<file path="src/rtl/matrix_power_row_normalized_assert.svh">
// Assertion macros shared by the matrix power block.
`ifndef MATRIX_POWER_ROW_NORMALIZED_ASSERT_SVH
`define MATRIX_POWER_ROW_NORMALIZED_ASSERT_SVH

// Implication checked on every rising clock edge, masked while reset is low.
`define MPR_ASSERT_IMP(lbl, ante, cons, msg) \
  lbl: assert property (@(posedge clk_i) disable iff (!rst_ni) (ante) |-> (cons)) \
    else $error(msg);

// Next-cycle implication, masked while reset is low.
`define MPR_ASSERT_NXT(lbl, ante, cons, msg) \
  lbl: assert property (@(posedge clk_i) disable iff (!rst_ni) (ante) |=> (cons)) \
    else $error(msg);

`endif

</file>
<file path="src/rtl/mpr_pkg.sv">
// Types, codes and sizing constants of the matrix power block.
package mpr_pkg;

  localparam int unsigned MAX_STATES = 8;
  localparam int unsigned MAX_POWERS = 64;
  localparam int unsigned FRAC_BITS  = 31;

  localparam int unsigned DATA_W   = 32;
  localparam int unsigned REQ_W    = 2;
  localparam int unsigned ROW_W    = 3;
  localparam int unsigned COL_W    = 3;
  localparam int unsigned PIDX_W   = 6;
  localparam int unsigned STAT_W   = 2;
  localparam int unsigned SC_W     = 4;
  localparam int unsigned PC_W     = 7;
  localparam int unsigned CFG_IDX_W  = 2;
  localparam int unsigned CFG_DATA_W = 7;

  localparam logic [CFG_IDX_W-1:0] CFG_STATE_COUNT = 2'd0;
  localparam logic [CFG_IDX_W-1:0] CFG_POWER_COUNT = 2'd1;

  typedef enum logic [REQ_W-1:0] {
    REQ_LOAD    = 2'd0,
    REQ_COMPUTE = 2'd1,
    REQ_READ    = 2'd2,
    REQ_BAD     = 2'd3
  } req_e;

  typedef enum logic [STAT_W-1:0] {
    ST_OK        = 2'd0,
    ST_RANGE     = 2'd1,
    ST_NOT_READY = 2'd2,
    ST_ZERO_ROW  = 2'd3
  } status_e;

  // divider handshake
  typedef struct packed {
    logic busy;
    logic done;
  } div_stat_t;

endpackage

</file>
<file path="src/rtl/mpr_div.sv">
// Restoring fractional divider: floor(num * 2^FRAC_BITS / den), one bit per cycle.
module mpr_div #(
  parameter int unsigned NUM_W     = 35,
  parameter int unsigned DEN_W     = 38,
  parameter int unsigned FRAC_BITS = mpr_pkg::FRAC_BITS
) (
  input  logic                   clk_i,
  input  logic                   rst_ni,
  input  logic                   start_i,
  input  logic [NUM_W-1:0]       num_i,
  input  logic [DEN_W-1:0]       den_i,
  output mpr_pkg::div_stat_t     stat_o,
  output logic [FRAC_BITS:0]     quot_o
);
  localparam int unsigned CNT_W = $clog2(FRAC_BITS + 1);
  localparam logic [FRAC_BITS:0] ONE = (FRAC_BITS + 1)'(1) << FRAC_BITS;

  logic [DEN_W:0]     rem_q, rem_d, trial;
  logic [DEN_W-1:0]   den_q;
  logic [FRAC_BITS:0] q_q, q_d;
  logic [CNT_W-1:0]   cnt_q, cnt_d;
  logic               busy_q, busy_d, done_q, done_d;
  logic               ge;

  always_comb begin
    // numerator never exceeds den, so the first step does not shift
    trial  = (cnt_q == '0) ? rem_q : {rem_q[DEN_W-1:0], 1'b0};
    ge     = trial >= {1'b0, den_q};
    rem_d  = rem_q;
    q_d    = q_q;
    cnt_d  = cnt_q;
    busy_d = busy_q;
    done_d = 1'b0;
    if (start_i) begin
      rem_d  = (DEN_W + 1)'(num_i);
      q_d    = '0;
      cnt_d  = '0;
      busy_d = 1'b1;
    end else if (busy_q) begin
      rem_d = ge ? trial - {1'b0, den_q} : trial;
      q_d   = {q_q[FRAC_BITS-1:0], ge};
      cnt_d = cnt_q + 1'b1;
      if (cnt_q == CNT_W'(FRAC_BITS)) begin
        busy_d = 1'b0;
        done_d = 1'b1;
      end
    end
  end

  always_ff @(posedge clk_i or negedge rst_ni) begin
    if (!rst_ni) begin
      busy_q <= 1'b0;
      done_q <= 1'b0;
      cnt_q  <= '0;
    end else begin
      busy_q <= busy_d;
      done_q <= done_d;
      cnt_q  <= cnt_d;
    end
  end

  always_ff @(posedge clk_i) begin
    rem_q <= rem_d;
    q_q   <= q_d;
    if (start_i) begin
      den_q <= den_i;
    end
  end

  assign stat_o.busy = busy_q;
  assign stat_o.done = done_q;
  assign quot_o      = (q_q > ONE) ? ONE : q_q;
endmodule

</file>
<file path="config.mk">
export PLATFORM = sky130hd
export DESIGN_NAME = mpr_div
export DESIGN_NICKNAME = d
export VERILOG_FILES = /design/src/rtl/matrix_power_row_normalized_assert.svh /design/src/rtl/mpr_pkg.sv /design/src/rtl/mpr_div.sv
export SDC_FILE = /design/constraint.sdc
export NUM_CORES = 1
export LEC_CHECK = 0
export ABC_AREA = 1
export BUFFER_PORTS_ARGS = -buffer_cell sky130_fd_sc_hd__buf_2
export CORE_ASPECT_RATIO = 1.75
export CORE_MARGIN = 2
export CORE_UTILIZATION = 59
export CTS_CLUSTER_DIAMETER = 200
export DETAILED_ROUTE_END_ITERATION = 16
export PLACE_DENSITY = 0.78
export SYNTH_ARGS = -nofsm -noshare
export SYNTH_HDL_FRONTEND = slang
export SYNTH_SLANG_ARGS = --single-unit
</file>
<file path="constraint.sdc">
create_clock -name clk_i -period 3.98 [get_ports clk_i]
set_input_delay 0.597 -clock clk_i [delete_from_list [all_inputs] [get_ports clk_i]]
set_output_delay 0.597 -clock clk_i [all_outputs]
set_load 0.1 [all_outputs]
</file>
* Word level (Yosys, flattened, before mapping)
Index checks and enable logic that the tools add are counted.
W data, S select, Z words.
** Cells by class
- Add/sub/neg operators :: 2
- Order comparisons :: 2
- Eq/ne operators :: 1
- Multiplexer cells :: 13
- Reductions and logical operators :: 2
** Operator list (number)
- $mux W39 :: 2
- $mux W35 :: 2
- $ge A39 B38 Y1 :: 1
- $sub A39 B38 Y39 :: 1
- $gt A32 B32 Y1 const B :: 1
- $mux W32 :: 1
- $mux W5 :: 2
- $mux W1 :: 6
- $add A5 B1 Y5 const B :: 1
- $eq A5 B5 Y1 const B :: 1
- $logic_not A5 Y1 :: 1
- $reduce_bool A2 Y1 :: 1
** Storage, ports and cells
- Register bits :: 116
- Word-level logic and storage cells :: 27

* Depth between registers and ports, before layout
Gate-level depths: netlist of run 1.
- Depth in word-level cells :: 6
- Mapped depth :: 26

* Least setup slack after synthesis of run 1
OpenSTA, ideal clock, no wires.
- Path kind :: register to register
- Start :: register cnt_q[0]
- End :: register rem_q[1], data pin
- Setup time :: 254 ps
- Arrival :: 2880 ps
- Required time :: 3726 ps
- Setup slack :: 846 ps
- Cell stages (with the launch flop) :: 24
- Buffers on the path :: 3
- Cells stage by stage :: dfrtp_1 > inv_1 > ha_1 > inv_1 > nor2_2 > nand2_1 > buf_2 > clkbuf_1 > nand2_1 > o21ai_0 > ha_1 > nand2_1 > inv_2 > nand2_1 > nand2_2 > nand2_1 > nand2_2 > nand2_1 > nand3b_4 > nand3_4 > clkbuf_1 > nand3_1 > nand3_1 > nand2_1
** Between the ends
- Word-level cells in the longest chain between the ends :: 6
- Elaborated cells between the ends (all ways) :: 7
** Ends and longest elaborated chain
- start, declared :: line mpr_div.sv:21 : logic [CNT_W-1:0] cnt_q, cnt_d;
- start signal, assigned :: line mpr_div.sv:58 : cnt_q <= cnt_d;
- $logic_not A5 Y1 * :: line mpr_div.sv:27 : trial = (cnt_q == '0) ? rem_q : {rem_q[DEN_W-1:0], 1'b0};
- $mux W39 * :: line mpr_div.sv:27
- $sub A39 B38 Y39 / $ge A39 B38 Y1 (equally long branches) :: line mpr_div.sv:40, mpr_div.sv:28
- $mux W39 * :: line mpr_div.sv:40 : rem_d = ge ? trial - {1'b0, den_q} : trial;
- $mux W35 * :: line mpr_div.sv:39 : end else if (busy_q) begin
- $mux W35 * :: line mpr_div.sv:34 : if (start_i) begin
- named net rem_d[1] :: line mpr_div.sv:18 : logic [DEN_W:0] rem_q, rem_d, trial;
- end signal, assigned :: line mpr_div.sv:63 : rem_q <= rem_d;
- end, declared :: line mpr_div.sv:18
Mark *: on every way through the listed nets, which the timed path passes. The rest lies on a longest branch. The select of a mux whose other input is x is not followed.
A chain may end at the register's enable or synchronous reset.

* Final worst setup path of run 1
- Start :: register cnt_q[0]
- End :: register rem_q[33], data pin
The elaborated chain is that of the path after synthesis.

==> run summary, run 1 <==
The internal power of the cells totals 3.83 mW. The fraction of final layout cells with drive strength greater than 1 came out at 12.7%. The detailed router used layers up to and including met4. The count of synthesis-stage warnings from yosys is 0. Of the total power, registers draw 23.2%. Measured against its own limit, the worst slew margin works out to 39.1%. The worst setup path is of the flop to flop kind.

The arrival time of the worst setup path came out at 3.86 ns. Counting every instance in the synthesized netlist gives 1309. The final worst-path cycle share came out at 92.5%. In this run the cell area of the synthesized design comes to 0.00863 mm². The number of remaining DRC errors came out at 0. The violation count after the first detailed-routing iteration is 541. The global-route usage over all layers is 34.5%. The number of detailed-routing iterations run before antenna repair came out at 7. The core region is 0.0144 mm². The detailed router put a total of 9170 µm of wire on met1. The detail route stage leaves a number of antenna-violating nets equal to 0. The total length of routed wires came out at 26200 µm. The site row count came out at 58. The net switching power is 3.37 mW. The number of sinks handled by clock tree synthesis came out at 116. The count of buffers from port buffering is 109.

The number of flops mapped to enable cells by yosys came out at 73. The total buffers and inverters traversed by the critical path came out at 6. The critical path's largest stage delay is 0.37 ns. The share of flip-flops with an asynchronous set or reset is 6.03%. The standby leakage power is 5.36 nW.

The first-pass GRT wire length is 40800 µm. Based on the critical path, the design can be clocked at up to 272 MHz. The largest voltage drop on the vdd net came out at 486 µV.

The worst setup path is launched from a flop. The tree is rooted in a clkbuf_16. The width of the die came out at 95.4 µm. Relative to the synthesized area, the layout overhead comes to 16.0%. The cell with the largest stage delay on the worst path is dfrtp_1. The HPWL reported at the end of detailed placement is 20400 µm. The register bit total from synthesis is 116.

Detailed routing inserted a total of 8567 vias. For the worst-skew pair, the clock arrives at the later sink with an insertion delay of 0.42 ns. TritonCTS built the clock tree. Across all register-to-register paths, the minimum setup slack is 0.30 ns. The number of global-route vias before repair is 8527.

The most used flip-flop cell after synthesis is edfxtp_1. After detailed routing, the number of vias per cell comes to 5.31. TritonCTS created 17 clock buffers. The average wire per standard cell came out at 16.3 µm. Per report_power, the clock group accounts for 21.7% of the total.

In this run the deepest clock path goes through 2 buffers. The count of final hold-check violations is 0. The final setup TNS is 0 ns. The type of the worst min-delay path is input pin to flop.

The portion of total power attributed to combinational logic is 55.1%. The clock transition at the registers of the reported paths is 0.07 ns. The average cell area after synthesis is 6.59 µm².

Detailed routing placed a total of 14000 µm of wire on met2. The switching power as a share of total power is 46.8%. At the pin with the least slew margin, the transition time is 0.912 ns. The setup-violating endpoint count in the final report came out at 0. After detailed routing, the met3 layer carries 1080 µm of wire. The die is 164 µm tall. The tool flagged a number of max-cap violations equal to 0. The highest net fanout along the worst path came out at 43. Across the routed clock network, the largest skew measured is 0.00946 ns. The power density normalized to cell area came out at 719 mW/mm². The antenna diode instance count is 0. The total number of nets in the final design came out at 1537.

The starting utilization of the core area is 60.0%. Grouping stages by cell kind, the critical path spends the most delay in simple AND/OR/NAND/NOR gates. Walking the worst path, the cells encountered are inv_1 > ha_1 > inv_1 > nor2_4 > nand2_2 > buf_4 > nor2_1 > a21oi_1 > ha_1 > nand2_1 > inv_1 > a21oi_1 > nand2_1 > nand3b_4 > nand3_4 > buf_4 > nand3_1 > nand2_1 > inv_1 > nand2_1 > nand2_1. The weighted congestion reported at the end of routability-driven placement is 1.05. The pin count of the biggest net entering global routing is 57. The final number of max-transition violations came out at 0. The die covers 0.0156 mm². The most common cell type on the critical path is nand2_1.

The run finished with clean final reports. The number of nets produced by synthesis is 1427. The nature of the critical path endpoint is a flop. The post-layout minimum cycle time is 3.68 ns. Setup repair after global routing left no endpoint under its margin. The leftover overflow at the end of global routing is 0. The required time of the critical path is 4.16 ns. The sequential-to-total area share from yosys stat is 35.8%.

The count of distinct cell types in the synthesized netlist is 37. The H-tree generated during clock tree synthesis spans 4 levels. The worst hold slack after final layout is 0.344 ns. The initial antenna violation count is 0. Pin placement for this block handled 110 I/O pins.
## stage by stage
step / cell area, µm² / worst slack, ns / instances / util [%] / power [mW]
6_report: 10000 / 0.298 / 1612 / 69.7 / 7.20
5_1_grt: 10000 / 0.0616 / 1612 / 69.7 / 7.72
4_1_cts: 9920 / 0.122 / 1605 / 69.0 / 7.04
3_5_place_dp: 9320 / 0.140 / 1572 / 64.9 / 5.46
3_3_place_gp: 9320 / 0.201 / 1572 / 64.9 / 5.41
2_1_floorplan: 8630 / 0.846 / 1309 / - / 4.46
## per-layer routing
layer	up-vias	global-route usage (%)
li1	4320	-
met3	115	4.63
met2	307	65.9
met4	0	24.3
met1	3825	32.5
met5	-	0
## layout make-up
| type | count | area, µm² |
|---|---|---|
| repair buffers | 129 | 718 |
| well taps | 180 | 225 |
| inverters | 267 | 1000 |
| flip-flops and latches | 116 | 3090 |
| multi-input cells | 888 | 4390 |
| fillers | 1284 | 4360 |
| clock inverters | 14 | 141 |
| clock buffers | 18 | 450 |
## power by group through the flow
stage | sequential, mW | combinational [mW] | clock, mW
global placement | 1.68 | 3.73 | 0
CTS | 1.67 | 3.80 | 1.57
global route | 1.70 | 4.42 | 1.61
detailed placement | 1.69 | 3.77 | 0
floorplan | 1.65 | 2.81 | 0
finish | 1.67 | 3.97 | 1.56
## cells by family after synthesis
kind of cell / synth area share, %
xor+xnor: 2.13
flops: 35.8
compound gates: 8.15
fa+ha+maj: 6.18
buf+inv: 13.7
simple gates: 34.0
## final timing paths
check	startpoint	cells past startpoint	endpoint
min in group asynchronous	rst_ni	2	cnt_q[4]
worst max register to register	cnt_q[0]	21	rem_q[33]
worst min register to register	rem_q[35]	2	rem_q[35]
worst max-delay path	cnt_q[0]	21	rem_q[33]
max in group asynchronous	rst_ni	2	done_q
worst min-delay path	den_i[29]	1	den_q[29]
## cell usage after synthesis, drive strengths merged (2+ instances only)
master | count | area share, %
a21o | 2 | 0.17
a21oi | 42 | 2.5
buf | 12 | 0.96
clkbuf | 26 | 1.1
dfrtp | 7 | 2.0
dfxtp | 36 | 8.4
edfxtp | 73 | 25
ha | 41 | 5.9
inv | 266 | 12
nand2 | 449 | 20
nand3 | 78 | 4.7
nand3b | 25 | 2.3
nand4 | 15 | 1.1
nor2 | 115 | 5.3
nor3 | 12 | 0.70
nor4 | 5 | 0.36
o21ai | 42 | 2.4
o21bai | 6 | 0.52
o22ai | 31 | 2.2
xnor2 | 16 | 1.6
xor2 | 5 | 0.51
## sequential cells by signal, indices dropped and copies added, names as in the netlist
| name | count |
|---|---|
| busy_q | 1 |
| q_q | 32 |
| rem_q | 39 |
| done_q | 1 |
| cnt_q | 5 |
| den_q | 38 |
## cell usage in the layout (no fill, tap or decap), drive strengths merged, types with 36 or more instances in the layout
master,synthesis,layout
inv,266,273
edfxtp,73,73
nand2,449,449
buf,12,128
o21ai,42,42
dfxtp,36,36
ha,41,41
nand3,78,78
a21oi,42,42
nor2,115,115
## repair_timing
| item | in CTS | in global routing |
|---|---|---|
| hold endpoints to repair | 7 | 0 |
| setup endpoints to repair | 0 | 36 |
| hold buffers | 1 | 0 |
| setup buffers | 0 | 7 |
| resized for setup | 0 | 8 |
(Power assumes the default switching activity.)
==> run 2: changes to the inputs <==
CELL_PAD_IN_SITES_DETAIL_PLACEMENT = 1   (was default)
CELL_PAD_IN_SITES_GLOBAL_PLACEMENT = 2   (was default)
CORE_UTILIZATION = 32   (was 59)
PLACE_DENSITY = 0.77   (was 0.78)
==> run 2 against run 1 <==
Cell count up 9.3%. Fmax down 0.17%. Global-route usage down 10 points. Largest power group unchanged. Sequential power about the same.
==> run summary, run 2 (same netlist as run 1, synthesis figures left out) <==
The site row count is 79 (+36%). The global-route usage over all layers came out at 24.1% (-10 points). The run finished with clean final reports. The count of antenna-violating nets left after detailed routing came out at 0 (unchanged). The number of buffers created by CTS is 17 (unchanged). The largest register by flop count is rem_q.

The number of remaining DRC errors is 0 (unchanged). The number of sinks handled by clock tree synthesis came out at 116 (unchanged). The weighted congestion reported at the end of routability-driven placement came out at 0.923 (-12%). The number of H-tree levels is 4 (unchanged). In the layout the commonest cells are nand2_1 (445), inv_1 (264), buf_2 (108). The HPWL reported at the end of detailed placement came out at 27200 µm (+33%). The normalized max-slew margin came out at 33.3% (-5.9 points). The total number of nets in the final design is 1543 (+0.39%). The fmax is 271 MHz (-0.17%).

The critical path goes through inv_1 > ha_1 > inv_1 > nor2_2 > nand2_2 > buf_12 > o21ai_1 > ha_1 > nand2_1 > inv_1 > nand2_1 > nand2_1 > nand2_1 > nand2_1 > nand2_1 > nand3_1 > nor2_2 > buf_4 > buf_4 > nand3b_1 > nand3_1 > nand2_1. The required time of the critical path came out at 4.18 ns (+0.02 ns). The total design power was 7.36 mW (+2.3%). The total length of routed wires was 32800 µm (+25%). The max capacitance violation total came out at 0 (unchanged).

The standby leakage power came out at 5.39 nW (+0.54%). The cell with the largest stage delay on the worst path is dfrtp_1. STA classifies the critical path startpoint as a flop. The fraction of final layout cells with drive strength greater than 1 is 12.9% (+0.23 points). The critical path is of the flop to flop type. The arrival time of the worst setup path is 3.89 ns (+0.03 ns). The antenna diode instance count came out at 0 (unchanged). The violation count after the first detailed-routing iteration came to 318 (-41%). TritonCTS built the clock tree.

The count of final hold-check violations came out at 0 (unchanged). The worst-case clock skew is 0.0143 ns (+0.00480 ns). The number of buffers on the longest clock path came out at 2 (unchanged). The power density normalized to cell area came out at 720 mW/mm² (+0.18%). The final worst-path cycle share is 92.7% (+0.16 points). The clock transition at the registers of the reported paths is 0.07 ns (about the same). The critical path's largest stage delay came out at 0.40 ns (+0.03 ns). The per-cell via count in the routed design came to 4.85 (-8.7%). The root buffer cell chosen for the clock tree is clkbuf_16. The insertion delay of the later-clocked pin in the worst-skew pair came out at 0.45 ns (+0.03 ns). In the final layout, the registers with the most flip-flops are rem_q x39, den_q x38, q_q x32. The width of the die came to 128 µm (+34%).

The die height is 221 µm (+35%). The final number of max-transition violations is 0 (unchanged). The post-layout minimum cycle time is 3.69 ns (+0.00636 ns). The area overhead of the layout relative to synthesis came out at 18.5%. The pin count of the biggest net entering global routing came to 54 (-5.3%). The largest voltage drop on the vdd net came out at 324 µV (-33%). The initial antenna violation count came to 0 (unchanged).

The kind of cell adding the most delay to the critical path is simple AND/OR/NAND/NOR gates. The final setup TNS is 0 ns (unchanged). The count of buffers from port buffering was 109 (unchanged). The number of detailed-routing iterations run before antenna repair came out at 6 (-1).

Among the stages of the critical path, the cell type that occurs most often is nand2_1. The total number of vias is 8545 (-0.26%). The average wire per standard cell is 18.6 µm (+15%). The I/O pin total is 110 (unchanged). The leftover overflow at the end of global routing came to 0 (unchanged). The type of the worst min-delay path is input pin to flop. The placeable core region came out at 0.0266 mm² (+85%). The total buffers and inverters traversed by the critical path came out at 6 (unchanged).

The number of global-route vias before repair is 9358 (+9.7%). The starting utilization of the core area came out at 32.5% (-28 points). The die outline area came to 0.0283 mm² (+81%).

Setup repair after global routing left no endpoint under its margin. The flip-flop count of the largest register after layout came out at 39 (unchanged). The worst setup path is captured at a flop. The first-pass GRT wire length came to 50800 µm (+25%). The worst-margin pin slew is 1.00 ns (+0.0878 ns). The highest net fanout along the worst path was 45 (+4.7%).

The setup-violating endpoint count in the final report is 0 (unchanged). Leaving out fill and tap cells, the most frequent cell in the layout is nand2_1.
-- run 2: changes by cell type in the layout (fill, tap and decap cells not counted), sizes merged --
cell,before,now
clkinvlp,3,2
inv,273,272
buf,128,134
clkinv,4,5
bufinv,1,0
clkbuf,18,20
-- run 2: per-stage QoR --
step                std cells  area [µm²]  setup slack (ns)  utilization, %  hold slack, ns
floorplan                1309        8630             0.846               -           0.301
global placement         1728        9630             0.284            36.2           0.440
detailed placement       1728        9630             0.159            36.2           0.452
CTS                      1761       10200             0.129            38.4           0.296
global route             1762       10200           0.00705            38.4           0.300
finish                   1762       10200             0.292            38.4           0.324
-- run 2: final cells by class --
class / count / area [µm²]
timing repair buffer: 135 / 783
clock inverter: 12 / 90.1
clock buffer: 20 / 479
tap: 324 / 405
multi-input combinational: 888 / 4370
fill: 3500 / 16400
inverter: 267 / 1000
sequential: 116 / 3090
-- run 2: final timing paths --
check | end | slack (ns) | startpoint | cells past startpoint
max reg2reg | rem_q[8] | 0.29 | cnt_q[1] | 22
min in group asynchronous | cnt_q[1] | 0.52 | rst_ni | 2
min reg2reg | rem_q[35] | 0.46 | rem_q[35] | 2
max | rem_q[8] | 0.29 | cnt_q[1] | 22
min | den_q[8] | 0.32 | den_i[8] | 1
max in group asynchronous | cnt_q[3] | 3.29 | rst_ni | 2
-- run 2: timing repair --
| action | CTS | global route |
|---|---|---|
| setup endpoints to repair | 0 | 20 |
| gates resized for setup | 0 | 8 |
| hold buffers | 1 | 0 |
| hold endpoints to repair | 7 | 0 |
| buffers inserted | 0 | 1 |
-- run 2: power by group --
group | internal, mW | switching (mW)
clock network | 0.874 | 0.618
registers | 1.56 | 0.121
logic | 1.38 | 2.80
-- run 2: layer usage --
metal,track usage [%],vias to the layer above,part of all wire [%]
met5,0,-,0
met4,17.8,0,7.2
met3,2.85,68,1.8
met2,47.4,150,57
met1,21.6,4014,34
li1,-,4313,-
